$ cat config.mk
export PLATFORM = sky130hd
export DESIGN_NAME = frt_addr
export DESIGN_NICKNAME = d
export VERILOG_FILES = /design/src/hw/rtl/frt_pkg.sv /design/src/hw/rtl/frt_addr.sv
export SDC_FILE = /design/constraint.sdc
export NUM_CORES = 1
export LEC_CHECK = 0
export ABC_CLOCK_PERIOD_IN_PS = 3000
export BUFFER_PORTS_ARGS = -buffer_cell sky130_fd_sc_hd__buf_2
export CORE_ASPECT_RATIO = 2
export CORE_MARGIN = 4
export CORE_UTILIZATION = 61
export DETAILED_ROUTE_END_ITERATION = 10
export GPL_TIMING_DRIVEN = 0
export HOLD_SLACK_MARGIN = 0.12
export PLACE_DENSITY_LB_ADDON = 0.05
export REMOVE_ABC_BUFFERS = 1
export SETUP_SLACK_MARGIN = 0.02
export SKIP_LAST_GASP = 1
export SYNTH_ARGS = -nofsm -noshare
export SYNTH_HDL_FRONTEND = slang
export SYNTH_SLANG_ARGS = --single-unit
export TNS_END_PERCENT = 1
$ cat constraint.sdc
create_clock -name clk -period 3 [get_ports clk]
set_input_delay 0.15 -clock clk [delete_from_list [all_inputs] [get_ports clk]]
set_output_delay 0.15 -clock clk [all_outputs]
set_load 0.01 [all_outputs]
$ cat src/hw/rtl/frt_pkg.sv
`timescale 1ns / 1ps

package frt_pkg;

    localparam int PIX_W  = 16;
    localparam int WID_W  = 10;
    localparam int HGT_W  = 9;
    localparam int ROW_W  = 8;
    localparam int COL_W  = 9;
    localparam int OFF_W  = 17;
    localparam int ADDR_W = 3;
    localparam int DATA_W = 32;

    localparam logic [WID_W-1:0] MAX_WIDTH    = 10'd512;
    localparam logic [HGT_W-1:0] MAX_HEIGHT   = 9'd256;
    localparam logic [WID_W-1:0] RESET_WIDTH  = 10'd384;
    localparam logic [HGT_W-1:0] RESET_HEIGHT = 9'd224;

    typedef enum logic
    {
        REG_WIDTH  = 1'b0,
        REG_HEIGHT = 1'b1
    } cfg_reg_t;

    typedef struct packed
    {
        logic [WID_W-1:0] width;
        logic [HGT_W-1:0] height;
    } cfg_t;

    typedef struct packed
    {
        logic [PIX_W-1:0] pix;
        logic             bank;
        logic             rd_en;
        logic             line_end;
        logic             frame_end;
        logic [ROW_W-1:0] wr_row;
        logic [COL_W-1:0] wr_col;
        logic [ROW_W-1:0] rd_col;
        logic [COL_W-1:0] src_col;
        logic [WID_W-1:0] width;
    } seq_req_t;

    typedef struct packed
    {
        logic [PIX_W-1:0] pix;
        logic             bank;
        logic             rd_en;
        logic             line_end;
        logic             frame_end;
        logic [OFF_W-1:0] wr_off;
        logic [OFF_W-1:0] rd_off;
    } addr_req_t;

endpackage

$ cat src/hw/rtl/frt_addr.sv
`timescale 1ns / 1ps

module frt_addr
#(
    parameter int MAX_PIXELS = 131072
)
(
    input  logic                 clk,
    input  logic                 rst_n,
    input  logic                 in_valid,
    output logic                 in_ready,
    input  frt_pkg::seq_req_t    req,
    output logic                 out_valid,
    input  logic                 out_ready,
    output frt_pkg::addr_req_t   out_req
);
    import frt_pkg::*;

    // one conditional subtract of a scaled store size per reduction stage
    localparam int RED_STEPS = $clog2(((1 << OFF_W) + MAX_PIXELS - 1) / MAX_PIXELS);
    localparam int NS        = RED_STEPS + 1;

    addr_req_t        stg_reg [NS];
    addr_req_t        stg_next [NS];
    logic [NS-1:0]    vld_reg;
    logic [NS:0]      rdy;

    assign rdy[NS]   = out_ready;
    assign in_ready  = rdy[0];
    assign out_valid = vld_reg[NS-1];
    assign out_req   = stg_reg[NS-1];

    genvar s;
    generate
        for (s = 0; s < NS; s++)
        begin : g_stage
            assign rdy[s] = !vld_reg[s] || rdy[s+1];

            if (s == 0)
            begin : g_mul
                always_comb
                begin
                    stg_next[s].pix       = req.pix;
                    stg_next[s].bank      = req.bank;
                    stg_next[s].rd_en     = req.rd_en;
                    stg_next[s].line_end  = req.line_end;
                    stg_next[s].frame_end = req.frame_end;
                    stg_next[s].wr_off    = OFF_W'(OFF_W'(req.wr_row) * OFF_W'(req.width))
                                            + OFF_W'(req.wr_col);
                    stg_next[s].rd_off    = OFF_W'(OFF_W'(req.rd_col) * OFF_W'(req.width))
                                            + OFF_W'(req.src_col);
                end

                always_ff @(posedge clk or negedge rst_n)
                begin
                    if (!rst_n)
                    begin
                        vld_reg[s] <= 1'b0;
                    end
                    else if (rdy[s])
                    begin
                        vld_reg[s] <= in_valid;
                    end
                end
            end
            else
            begin : g_red
                localparam logic [OFF_W-1:0] SUB = OFF_W'(MAX_PIXELS << (RED_STEPS - s));

                always_comb
                begin
                    stg_next[s] = stg_reg[s-1];
                    if (stg_reg[s-1].wr_off >= SUB)
                    begin
                        stg_next[s].wr_off = stg_reg[s-1].wr_off - SUB;
                    end
                    if (stg_reg[s-1].rd_off >= SUB)
                    begin
                        stg_next[s].rd_off = stg_reg[s-1].rd_off - SUB;
                    end
                end

                always_ff @(posedge clk or negedge rst_n)
                begin
                    if (!rst_n)
                    begin
                        vld_reg[s] <= 1'b0;
                    end
                    else if (rdy[s])
                    begin
                        vld_reg[s] <= vld_reg[s-1];
                    end
                end
            end

            always_ff @(posedge clk)
            begin
                if (rdy[s])
                begin
                    stg_reg[s] <= stg_next[s];
                end
            end
        end
    endgenerate

endmodule

==> impl_metrics.tcl <==
set metrics [dict create \
    yosys.area_share.simple_pct 16.2 \
    crit_type "input pin to flop" \
    path_delay_family "adder cells" \
    overflow 0 \
    grt_max_degree 31 \
    synthCells 756 \
    io_pins 124 \
    gp_congestion 0.843 \
    hold_viol_final 0 \
    path_cells "buf_6 > nand2_1 > fa_1 > inv_1 > fa_1 > fa_1 > inv_1 > fa_1 > inv_1 > ha_4 > nand2_2 > o21ai_1 > nand2_1 > o21bai_1 > xor2_1" \
    root_buffer "clkbuf_16" \
    slew_violations 0 \
    skew_ns 0.00535 \
    synthAdderAreaFrac_pct 42.5 \
    avgRoutedWirePerCell_um 17.1 \
    cts_tree "yes" \
    ant_nets 0 \
    async_flop_share_pct 1.82 \
    antenna_found_initial 0 \
    max_freq_mhz 274 \
    syn_avg_cell_area_um2 9.85 \
    synth_xor_xnor_area_share_pct 2.71 \
    synth_edf_count 54 \
    r2r_end "stg_reg[0][33]" \
    crit_top_cell "fa_1" \
    initialDrtViolationCount 212 \
    fin_area_mm2 0.00933 \
    routed_wl_mm 18.0 \
    layout_common_cells "inv_1, fa_1, buf_2" \
    top_usage_layer "met2" \
    drc 0 \
    core.rowCount 56 \
    reg2reg_depth 2 \
    muxShareOfSynthArea_pct 0.134 \
    cts_sinks 55 \
    synth_top_family_by_area "adder cells" \
    finalHoldWorstSlack_ns 0.146 \
    core_region_area_mm2 0.0118 \
    p_per_area_mw_per_mm2 819 \
    yosysWarnings 0 \
    r2r_slack_ns 1.46 \
    relSlewSlack_pct 51.0 \
    status "complete, but fails checks" \
    viasPerCell 5.43 \
    hpwl_mm 13.2 \
    ys_types 49 \
    die_y_um 164 \
    crit_arrival_ns 3.70 \
    die_area_mm2 0.0141 \
    cp.buffers_inverters 4 \
    violations "negative setup slack" \
    synth-seq-area-share_pct 22.1 \
    hold_path.class "input pin to flop" \
    drv_cap 0 \
    setup_viol 22 \
    period_minus_slack_ns 3.65 \
    grt_util_met3_pct 3.06 \
    ys_seq_elements 55 \
    p_leak_nw 4.61 \
    num_vias 5725 \
    hold_depth 2 \
    rsz0062_at_grt "yes" \
    htreeDepth 2 \
    fin_nets 1162 \
    path_max_fanout 16 \
    final_common_cell "inv_1" \
    drt-pass1-iter-count 4 \
    path_clk_slew_ns 0.08 \
    worst_pin_slew_ns 0.735 \
    dpl_cell_area_mm2 0.00818 \
    die_w_um 86.1 \
    grt_pass1_wl_mm 29.6 \
    grt_usage_pct 26.6 \
    clk_path_buf_depth 2 \
    cp_slowest_cell "fa_1" \
    crit_required_ns 3.05 \
    grt_pass1_vias 6489 \
    end_kind "flop" \
    largest_register_ffs 54 \
    netlist_area_mm2 0.00745 \
    port_buffers 123 \
    rr_startpoint "out_valid" \
    fin_ws_ns -0.648 \
    peakVddDrop_v 0.000841 \
    clk_latency_ns 0.31 \
    area_growth_pct 25.3 \
    timing.final.crit_share_pct 122 \
    synth_compound_area_share_pct 6.28 \
    critPathLaunchType "input pin" \
    synth_flop_cell "edfxtp_1" \
    grt_use_met2_pct 54.4 \
    cts_buffers 5 \
    min_to "stg_reg[0][17]" \
    hp-start "req[27]" \
    start_util_pct 62.9 \
    drive_gt1_share_pct 24.1 \
    cpPeakStageDelay_ns 0.54 \
    gr-usage-met1_pct 25.3 \
]
## where the power goes
part,switching [W],leakage (nW),internal (W)
sequential,0.0000512,0.553,0.00130
combinational,0.00304,3.98,0.00261
clock,0.000315,0.0719,0.000318
total,0.00341,4.61,0.00423
## cell usage after synthesis (2+ instances only)
library cell | number | area (um2)
inv_1 | 175 | 657
fa_1 | 112 | 2240
and2_1 | 97 | 607
nand2_1 | 78 | 293
ha_1 | 74 | 926
edfxtp_1 | 54 | 1620
clkbuf_1 | 20 | 75.1
a21oi_1 | 18 | 90.1
xnor2_1 | 18 | 158
nor2_1 | 14 | 52.6
o21ai_0 | 13 | 65.1
a21o_1 | 7 | 52.6
nand4_1 | 7 | 43.8
nor2b_1 | 6 | 37.5
nor3_1 | 6 | 30.0
xor2_1 | 5 | 43.8
a211oi_1 | 4 | 30.0
nand2b_1 | 4 | 25.0
nand3_1 | 4 | 20.0
o21a_1 | 4 | 30.0
nand3b_1 | 3 | 22.5
a211o_1 | 2 | 17.5
a31oi_1 | 2 | 12.5
buf_2 | 2 | 10.0
nor4_1 | 2 | 12.5
o21bai_1 | 2 | 15.0
## metal layers
| layer | up-vias | share of wire [%] |
|---|---|---|
| met5 | - | 0 |
| met4 | 0 | 4.4 |
| met3 | 55 | 3.2 |
| met2 | 154 | 60 |
| met1 | 2867 | 32 |
| li1 | 2649 | - |
## logic make-up after synthesis
family / after synthesis
AO/OA/AOI/OAI: 65
AND/OR/NAND/NOR: 228
adder cells (fa/ha/maj): 186
XOR/XNOR: 23
multiplexers: 1
flip-flops: 55
buffers and inverters: 198
## cell type report
type / count / area (um2)
Multi-Input combinational cell: 503 / 5370
Clock inverter: 3 / 27.5
Clock buffer: 5 / 125
Fill cell: 784 / 2510
Timing Repair Buffer: 168 / 1320
Sequential cell: 55 / 1650
Inverter: 175 / 657
Tap cell: 145 / 181
Antenna cell: 1 / 2.50
## what timing repair did
| action | 4_1_cts | 5_1_grt |
|---|---|---|
| resized for setup | 127 | 20 |
| hold buffers | 22 | 0 |
| endpoints found under the setup margin | 23 | 22 |
| endpoints found under the hold margin | 22 | 0 |
| setup buffers | 12 | 8 |
| pin swaps | 49 | 13 |
| gates cloned | 2 | 0 |
## metrics by stage
step / total power [W] / std cells / worst slack [ns] / TNS, ns / utilization [%]
after floorplan: 0.00472 / 733 / -0.832 / -11.45 / -
after global placement: 0.00564 / 1001 / -1.34 / -24.30 / 68.9
after detailed placement: 0.00580 / 1002 / -1.38 / -25.21 / 69.1
after CTS: 0.00738 / 1046 / -0.576 / -9.32 / 77.6
after global routing: 0.00830 / 1054 / -0.794 / -12.67 / 78.7
final: 0.00764 / 1055 / -0.648 / -10.03 / 78.8
## worst max path at each step
stage	startpoint	end	cells past startpoint
floorplan	req[38]	stg_reg[0][32]	12
global placement	req[6]	stg_reg[0][32]	13
detailed placement	req[6]	stg_reg[0][31]	15
CTS	req[36]	stg_reg[0][32]	15
global route	req[8]	stg_reg[0][14]	15
finish	req[8]	stg_reg[0][14]	15
Note: power is estimated with default switching activity, not from simulation.
