<file path="src/hw/rtl/frt_pkg.sv">
`timescale 1ns / 1ps

package frt_pkg;

    localparam int PIX_W  = 16;
    localparam int WID_W  = 10;
    localparam int HGT_W  = 9;
    localparam int ROW_W  = 8;
    localparam int COL_W  = 9;
    localparam int OFF_W  = 17;
    localparam int ADDR_W = 3;
    localparam int DATA_W = 32;

    localparam logic [WID_W-1:0] MAX_WIDTH    = 10'd512;
    localparam logic [HGT_W-1:0] MAX_HEIGHT   = 9'd256;
    localparam logic [WID_W-1:0] RESET_WIDTH  = 10'd384;
    localparam logic [HGT_W-1:0] RESET_HEIGHT = 9'd224;

    typedef enum logic
    {
        REG_WIDTH  = 1'b0,
        REG_HEIGHT = 1'b1
    } cfg_reg_t;

    typedef struct packed
    {
        logic [WID_W-1:0] width;
        logic [HGT_W-1:0] height;
    } cfg_t;

    typedef struct packed
    {
        logic [PIX_W-1:0] pix;
        logic             bank;
        logic             rd_en;
        logic             line_end;
        logic             frame_end;
        logic [ROW_W-1:0] wr_row;
        logic [COL_W-1:0] wr_col;
        logic [ROW_W-1:0] rd_col;
        logic [COL_W-1:0] src_col;
        logic [WID_W-1:0] width;
    } seq_req_t;

    typedef struct packed
    {
        logic [PIX_W-1:0] pix;
        logic             bank;
        logic             rd_en;
        logic             line_end;
        logic             frame_end;
        logic [OFF_W-1:0] wr_off;
        logic [OFF_W-1:0] rd_off;
    } addr_req_t;

endpackage

</file>
<file path="src/hw/rtl/frt_seq.sv">
`timescale 1ns / 1ps

module frt_seq
(
    input  logic                        clk,
    input  logic                        rst_n,
    input  frt_pkg::cfg_t               cfg,
    input  logic                        accept,
    input  logic [frt_pkg::PIX_W-1:0]   pixel_in,
    output frt_pkg::seq_req_t           req
);
    import frt_pkg::*;

    logic [ROW_W-1:0] wr_row_reg, wr_row_next;
    logic [COL_W-1:0] wr_col_reg, wr_col_next;
    logic [COL_W-1:0] rd_row_reg, rd_row_next;
    logic [ROW_W-1:0] rd_col_reg, rd_col_next;
    logic             bank_reg, bank_next;
    logic             ready_reg, ready_next;

    logic [WID_W-1:0] width_eff;
    logic [HGT_W-1:0] height_eff;
    logic [WID_W-1:0] src_col_wide;
    logic             rd_col_last;
    logic             rd_row_last;
    logic             wr_col_last;
    logic             wr_row_last;

    always_comb
    begin
        // zero counts as one, oversize is clamped
        if (cfg.width == '0)
        begin
            width_eff = WID_W'(1);
        end
        else if (cfg.width > MAX_WIDTH)
        begin
            width_eff = MAX_WIDTH;
        end
        else
        begin
            width_eff = cfg.width;
        end

        if (cfg.height == '0)
        begin
            height_eff = HGT_W'(1);
        end
        else if (cfg.height > MAX_HEIGHT)
        begin
            height_eff = MAX_HEIGHT;
        end
        else
        begin
            height_eff = cfg.height;
        end

        if (WID_W'(rd_row_reg) < width_eff)
        begin
            src_col_wide = width_eff - WID_W'(1) - WID_W'(rd_row_reg);
        end
        else
        begin
            src_col_wide = '0;
        end

        rd_col_last = (HGT_W'(rd_col_reg) + HGT_W'(1)) >= height_eff;
        rd_row_last = (WID_W'(rd_row_reg) + WID_W'(1)) >= width_eff;
        wr_col_last = (WID_W'(wr_col_reg) + WID_W'(1)) >= width_eff;
        wr_row_last = (HGT_W'(wr_row_reg) + HGT_W'(1)) >= height_eff;
    end

    always_comb
    begin
        req.pix       = pixel_in;
        req.bank      = bank_reg;
        req.rd_en     = ready_reg;
        req.line_end  = rd_col_last;
        req.frame_end = rd_col_last && rd_row_last;
        req.wr_row    = wr_row_reg;
        req.wr_col    = wr_col_reg;
        req.rd_col    = rd_col_reg;
        req.src_col   = src_col_wide[COL_W-1:0];
        req.width     = width_eff;
    end

    always_comb
    begin
        wr_row_next = wr_row_reg;
        wr_col_next = wr_col_reg;
        rd_row_next = rd_row_reg;
        rd_col_next = rd_col_reg;
        bank_next   = bank_reg;
        ready_next  = ready_reg;

        if (accept)
        begin
            if (ready_reg)
            begin
                if (rd_col_last)
                begin
                    rd_col_next = '0;
                    rd_row_next = rd_row_last ? '0 : rd_row_reg + COL_W'(1);
                end
                else
                begin
                    rd_col_next = rd_col_reg + ROW_W'(1);
                end
            end

            if (wr_col_last)
            begin
                wr_col_next = '0;
                if (wr_row_last)
                begin
                    // frame complete: swap banks and restart read-out
                    wr_row_next = '0;
                    bank_next   = !bank_reg;
                    ready_next  = 1'b1;
                    rd_row_next = '0;
                    rd_col_next = '0;
                end
                else
                begin
                    wr_row_next = wr_row_reg + ROW_W'(1);
                end
            end
            else
            begin
                wr_col_next = wr_col_reg + COL_W'(1);
            end
        end
    end

    always_ff @(posedge clk or negedge rst_n)
    begin
        if (!rst_n)
        begin
            wr_row_reg <= '0;
            wr_col_reg <= '0;
            rd_row_reg <= '0;
            rd_col_reg <= '0;
            bank_reg   <= 1'b0;
            ready_reg  <= 1'b0;
        end
        else
        begin
            wr_row_reg <= wr_row_next;
            wr_col_reg <= wr_col_next;
            rd_row_reg <= rd_row_next;
            rd_col_reg <= rd_col_next;
            bank_reg   <= bank_next;
            ready_reg  <= ready_next;
        end
    end

endmodule

</file>
<file path="config.mk">
export PLATFORM = sky130hd
export DESIGN_NAME = frt_seq
export DESIGN_NICKNAME = d
export VERILOG_FILES = /design/src/hw/rtl/frt_pkg.sv /design/src/hw/rtl/frt_seq.sv
export SDC_FILE = /design/constraint.sdc
export NUM_CORES = 1
export LEC_CHECK = 0
export BUFFER_PORTS_ARGS = -buffer_cell sky130_fd_sc_hd__buf_4
export CAP_MARGIN = 20
export CORE_ASPECT_RATIO = 0.7
export CORE_MARGIN = 5
export CORE_UTILIZATION = 54
export CTS_CLUSTER_DIAMETER = 60
export CTS_CLUSTER_SIZE = 14
export DETAILED_ROUTE_END_ITERATION = 8
export MAX_ROUTING_LAYER = met4
export PLACE_DENSITY = 0.92
export SYNTH_ARGS = -nofsm -noshare
export SYNTH_HDL_FRONTEND = slang
export SYNTH_SLANG_ARGS = --single-unit
</file>
<file path="constraint.sdc">
create_clock -name clk -period 14.9 [get_ports clk]
set_clock_uncertainty 0.05 [all_clocks]
set_input_delay 4.47 -clock clk [delete_from_list [all_inputs] [get_ports clk]]
set_output_delay 4.47 -clock clk [all_outputs]
set_load 0.01 [all_outputs]
</file>
==> results of run 1 <==
## cells in the final DEF, fill, tap and decap left out, types with 7 or more instances in the layout
master,instances
a21o_1,7
a21oi_1,19
and3_1,13
buf_4,69
dfrtp_1,36
ha_1,56
inv_1,25
nand2_1,54
nand2b_1,14
nand3_1,19
nor2_1,25
nor2b_1,7
nor3_1,8
o21ai_0,17
o21ai_1,12
o2bb2ai_1,8
xnor2_1,16
xor2_1,12
## worst paths after layout
path	start	to	depth (start not counted)
setup / recovery	cfg[10]	req[12]	15
hold / removal	bank_reg	bank_reg	1
setup reg to reg	wr_col_reg[0]	rd_row_reg[4]	13
hold reg to reg	bank_reg	bank_reg	1
max in group asynchronous	rst_n	rd_col_reg[0]	1
min in group asynchronous	rst_n	rd_row_reg[8]	1
## routing by layer
layer	vias up	GRT usage [%]	wire (µm)
li1	1660	-	-
met1	1622	31.9	4350
met2	153	34.5	4330
met3	25	5.58	753
met4	0	6.94	111
met5	-	-	0
## cell usage after synthesis (all sizes together) (4+ instances only)
cell type | n | share of area, %
a211oi | 5 | 1.3
a21o | 7 | 1.4
a21oi | 19 | 2.6
and3 | 14 | 2.5
buf | 25 | 5.1
clkbuf | 4 | 0.40
dfrtp | 36 | 24
ha | 56 | 19
inv | 26 | 2.6
nand2 | 56 | 5.8
nand2b | 15 | 2.6
nand3 | 20 | 2.8
nand4 | 6 | 1.0
nor2 | 25 | 2.5
nor2b | 7 | 1.2
nor3 | 9 | 1.3
nor4 | 5 | 0.84
o21ai | 29 | 3.9
o221ai | 4 | 1.1
o2bb2ai | 8 | 1.9
o31ai | 4 | 0.94
xnor2 | 17 | 4.2
xor2 | 12 | 2.8
## power by group through the flow
stage	clock, µW	sequential [µW]	combinational [µW]
after floorplan	0	162	274
after global placement	0	164	364
after detailed placement	0	166	386
after CTS	88.1	164	388
after global routing	91.7	171	439
final	85.7	165	392
## cells by family (layout without fill, tap and decap cells)
| kind of cell | after synthesis | after routing | share of synthesized area (%) |
|---|---|---|---|
| AOI/OAI and AO/OA | 98 | 98 | 18.2 |
| xor gates and xnor gates | 29 | 29 | 7.04 |
| buffers and inverters | 57 | 105 | 8.35 |
| adders and majority gates | 57 | 57 | 19.4 |
| muxes | 1 | 1 | 0.269 |
| and+or+nand+nor | 167 | 167 | 22.5 |
| DFF | 36 | 36 | 24.3 |
## metrics by stage
stage	util (%)	power, µW	std cells	hold WS [ns]
after floorplan	-	435	445	0.397
after global placement	61.6	528	579	0.412
after detailed placement	61.6	551	579	0.420
after CTS	63.2	640	587	0.434
after global routing	63.2	702	587	0.454
final	63.2	643	587	0.428
## worst register-to-register path, cell delays in order, from the launching register on
cell and delay, ns:
dfrtp_1 0.45, ha_1 0.27, and3_4 0.24, and3_1 0.18, nand3_1 0.12, xnor2_1 0.18
ha_1 0.32, nand2_1 0.05, o21ai_1 0.14, or3_1 0.13, o22a_1 0.39, nand2_1 0.39
a21oi_1 0.52, o221ai_2 0.18
## cell type report
type,count,area share (%)
multi-input cells,352,58.9
flip-flops and latches,36,21.2
repair buffers,69,12.2
well taps,94,2.77
inverters,28,2.47
clock buffers,6,1.71
clock inverters,2,0.824
==> results.txt, run 1 <==
RSZ-0062 raised after global routing: no
Design Area, Final: 4250 µm²
Final hold vios: 0
Number of global-route vias before repair: 3384
Asr flop ratio synth: 100%
Grt ovf: 0
LEAKAGE: 0.00215 µW
CTS Buf Count: 5
Largest net degree at the start of global routing: 37
Clock slew seen by the registers of the worst setup and hold paths: 0.07 ns
Period utilization: 80.6%
DP Area: 4150 µm²
Clock Path Buffers: 2
Yosys warns: 0
Clock Power Share: 13.3%
Seq cells post-synth: 36
Arrival time at the worst endpoint: 7.49 ns
Post-Syn Area: 3710 µm²
Final min period: 12.01 ns
CP Cell Sequence: buf_4 -> nor4_1 -> nand3_1 -> a21oi_1 -> ha_1 -> inv_1 -> fa_1 -> a21o_1 -> a21o_1 -> a21oi_1 -> o21ai_1 -> a211oi_1 -> nor3_2 -> nor3_1 -> buf_4
Comb pwr share: 61.0%
Fin worst setup slack: 2.89 ns
Post-place setup slack: 2.96 ns
Post-synth cell types: 59
Max-cap violation count: 0
RD Place Congestion: 0.947
Power Internal: 351 µW
Number of flops mapped to enable cells by yosys: 0
Hpwl dp: 7610 µm
CP Max Fanout: 9
Switch Pwr: 293 µW
Delay-heaviest family, CP: compound AO/OA/AOI/OAI gates
Post_cts resized: 0
Via-to-Cell Ratio: 5.89
VDD IR max: 0.0901 mV
Wire length per cell: 16.3 µm
Vias: 3460
Max-slew headroom at the worst pin: 54.5%
# IOs: 102
Antenna violations before repair: 0
TritonRoute pass-1 iters: 5
Post-Syn Nets: 540
Layout Area Growth over Synthesis: 14.5%
Hold crit path type: reg2reg
Starting Density: 55.2%
Antenna Cells: 0
Fillers: 557
Worst path required time: 10.38 ns
Worst reg-to-reg setup slack: 11.16 ns
Die width: 109 µm
Nets: 587
Ys flop type: dfrtp_1
Slowest Stage Delay on Critical Path: 0.40 ns
Setup TNS: 0 ns
CTS tree: done
Clock Sink Count: 36
Residual DRC: 0
Crit path max-delay cell type: fa_1
Worst setup path class: in2out
Critical path buffer and inverter count: 3
Flop pwr share: 25.7%
Multi-input logic area: 2500 µm²
Die Area: 8660 µm²
Sw Share: 45.5%
Final setup violation count: 0
Core Region: 6730 µm²
Register area: 901 µm²
Htree depth: 2
Setup crit end kind: primary output
Share of cells above drive strength 1: 18.9%
Status: finished, final reports clean
Sequential-to-total area share from yosys stat: 24.3%
Max Freq: 83.3 MHz
PD cells: 151 nW/µm²
Worst setup SP type: primary input
Root Buffer: clkbuf_8
DIE HEIGHT: 79.4 µm
Final Slew Violations: 0
Post-synthesis instance total: 445
Syn avg cell area: 8.35 µm²
First-pass GRT wire length: 15900 µm
Port Buf Inserts: 69
GRT Overall Usage: 23.4%
Slew @ Worst Pin: 0.676 ns
Starting DRT DRC Count: 237
Post-CTS setup buffers: 0
Hold buffers post-CTS: 0
Worst-skew pair later-pin latency: 0.29 ns
WL final: 9540 µm
ANT nets after route: 0
Site row count: 25
No activity file was read; power rests on OpenSTA's default activity.
==> inputs of run 2 (changes only) <==
CORE_UTILIZATION = 49   (was 54)
PLACE_DENSITY = 0.88   (was 0.92)
clock period = 11 ns   (was 14.9 ns; I/O delays follow)
==> results.txt, run 2 (synthesized netlist as in run 1, its figures left out) <==
Status: finished, final reports clean
Htree depth: 2 (unchanged)
VDD IR max: 0.108 mV (+20%)
Clock Path Buffers: 2 (unchanged)
Nets: 587 (unchanged)
Most frequent cells in the layout: buf_4, ha_1, nand2_1
CP Cell Sequence: buf_4 -> nor4_1 -> nand3_1 -> a21oi_1 -> ha_1 -> inv_1 -> fa_1 -> a21o_1 -> a21o_1 -> a21oi_1 -> o21ai_1 -> a211oi_1 -> nor3_2 -> nor3_1 -> buf_4
Worst setup path class: in2out
Non-Filler Instances: 591 (+0.68%)
Max Freq: 103 MHz
Post-place setup slack: 1.40 ns (-1.57 ns)
PD cells: 201 nW/µm² (+33%)
CTS Buf Count: 5 (unchanged)
GRT Overall Usage: 20.9% (-2.4 points)
Met1 wire length: 4500 µm (+3.4%)
# IOs: 102 (unchanged)
Final Slew Violations: 0 (unchanged)
Antenna Cells: 0 (unchanged)
CTS tree: done
TritonRoute pass-1 iters: 4 (-1)
Hold depth: 1 (unchanged)
Die width: 114 µm (+4.5%)
Critical Path Stages: 15 (unchanged)
DR WL met3: 672 µm (-11%)
Delay-heaviest family, CP: compound AO/OA/AOI/OAI gates
Clock slew seen by the registers of the worst setup and hold paths: 0.07 ns (about the same)
Root Buffer: clkbuf_8
Via-to-Cell Ratio: 5.78 (-2.0%)
Largest net degree at the start of global routing: 37 (unchanged)
Fin worst setup slack: 1.33 ns (-1.56 ns)
Placed insts: 583 (+0.69%)
Final min period: 9.67 ns
Critical path buffer and inverter count: 3 (unchanged)
Core Region: 7350 µm² (+9.3%)
Worst setup SP type: primary input
CP Max Fanout: 9 (unchanged)
WL final: 9540 µm (unchanged)
Period utilization: 87.9%
ANT nets after route: 0 (unchanged)
Grt ovf: 0 (unchanged)
Number of global-route vias before repair: 3460 (+2.2%)
Starting DRT DRC Count: 128 (-46%)
Setup crit end kind: primary output
Clock Sink Count: 36 (unchanged)
First-pass GRT wire length: 16200 µm (+2.0%)
Final hold vios: 0 (unchanged)
Layout Area Growth over Synthesis: 14.2%
Slew @ Worst Pin: 0.755 ns (+0.0781 ns)
Residual DRC: 0 (unchanged)
RD Place Congestion: 0.900 (-5.0%)
DR top layer: met4
Reg2reg path depth: 13 (unchanged)
Post_cts resized: 0 (unchanged)
Hold crit path type: reg2reg
DIE HEIGHT: 82.9 µm (+4.4%)
Wire length per cell: 16.1 µm (-0.68%)
Met2 Routed Length: 4280 µm (-1.2%)
Antenna violations before repair: 0 (unchanged)
Max-cap violation count: 0 (unchanged)
Worst path required time: 7.65 ns (-2.73 ns)
Setup TNS: 0 ns (unchanged)
Hold slack: 0.428 ns (-0.000209 ns)
Most common cell after layout, fill and taps aside: buf_4
Max-slew headroom at the worst pin: 49.2% (-5.3 points)
Die Area: 9450 µm² (+9.1%)
Hold buffers post-CTS: 0 (unchanged)
RSZ-0062 raised after global routing: no
LEAKAGE: 0.00214 µW (-0.50%)
Hpwl dp: 7570 µm (-0.63%)
Final setup violation count: 0 (unchanged)
Worst-skew pair later-pin latency: 0.29 ns (about the same)
Site row count: 26 (+4.0%)
Port Buf Inserts: 69 (unchanged)
Starting Density: 50.5% (-4.7 points)
Vias: 3415 (-1.3%)
Slowest Stage Delay on Critical Path: 0.40 ns (about the same)
Share of cells above drive strength 1: 18.9% (unchanged)
Crit path max-delay cell type: fa_1
Post-CTS setup buffers: 0 (unchanged)
Arrival time at the worst endpoint: 6.32 ns (-1.17 ns)
==> run 2: cell types whose count changed in the layout (fill, tap and decap cells not counted), sizes merged <==
cell	change
bufinv	-1
clkbuf	+1
clkinvlp	+1
clkinv	-1
==> run 2: path summary, 6_finish.rpt <==
check	startpoint	endpoint	slack, ns
max in group asynchronous	rst_n	wr_row_reg[4]	7.66
setup reg to reg	wr_col_reg[0]	rd_row_reg[4]	7.23
hold / removal	bank_reg	bank_reg	0.43
setup / recovery	cfg[10]	req[12]	1.33
min in group asynchronous	rst_n	rd_row_reg[8]	2.91
hold reg to reg	bank_reg	bank_reg	0.43
==> run 2: layer usage <==
layer / track usage (%) / vias up
met5: - / -
met1: 28.2 / 1629
met2: 32.1 / 106
met3: 5.01 / 18
li1: - / 1662
met4: 4.53 / 0
==> run 2: area by class of cell <==
class | instances | area, µm²
fillers | 669 | 3110
multi-input cells | 352 | 2500
flip-flops and latches | 36 | 901
repair buffers | 69 | 518
well taps | 98 | 123
inverters | 28 | 105
clock buffers | 7 | 86.3
clock inverters | 1 | 7.51
==> run 2: stage by stage <==
step / util (%) / cell area (µm²) / total power [µW]
floorplan: - / 3710 / 590
global placement: 56.5 / 4150 / 717
detailed placement: 56.5 / 4150 / 746
CTS: 57.7 / 4240 / 850
global route: 57.7 / 4240 / 941
finish: 57.7 / 4240 / 852
==> run 2: power breakdown <==
group	switching [µW]	internal [µW]	leakage, µW
Combinational	285	240	0.00166
Clock	50.9	51.0	0.0000445
Sequential	57.8	167	0.000443
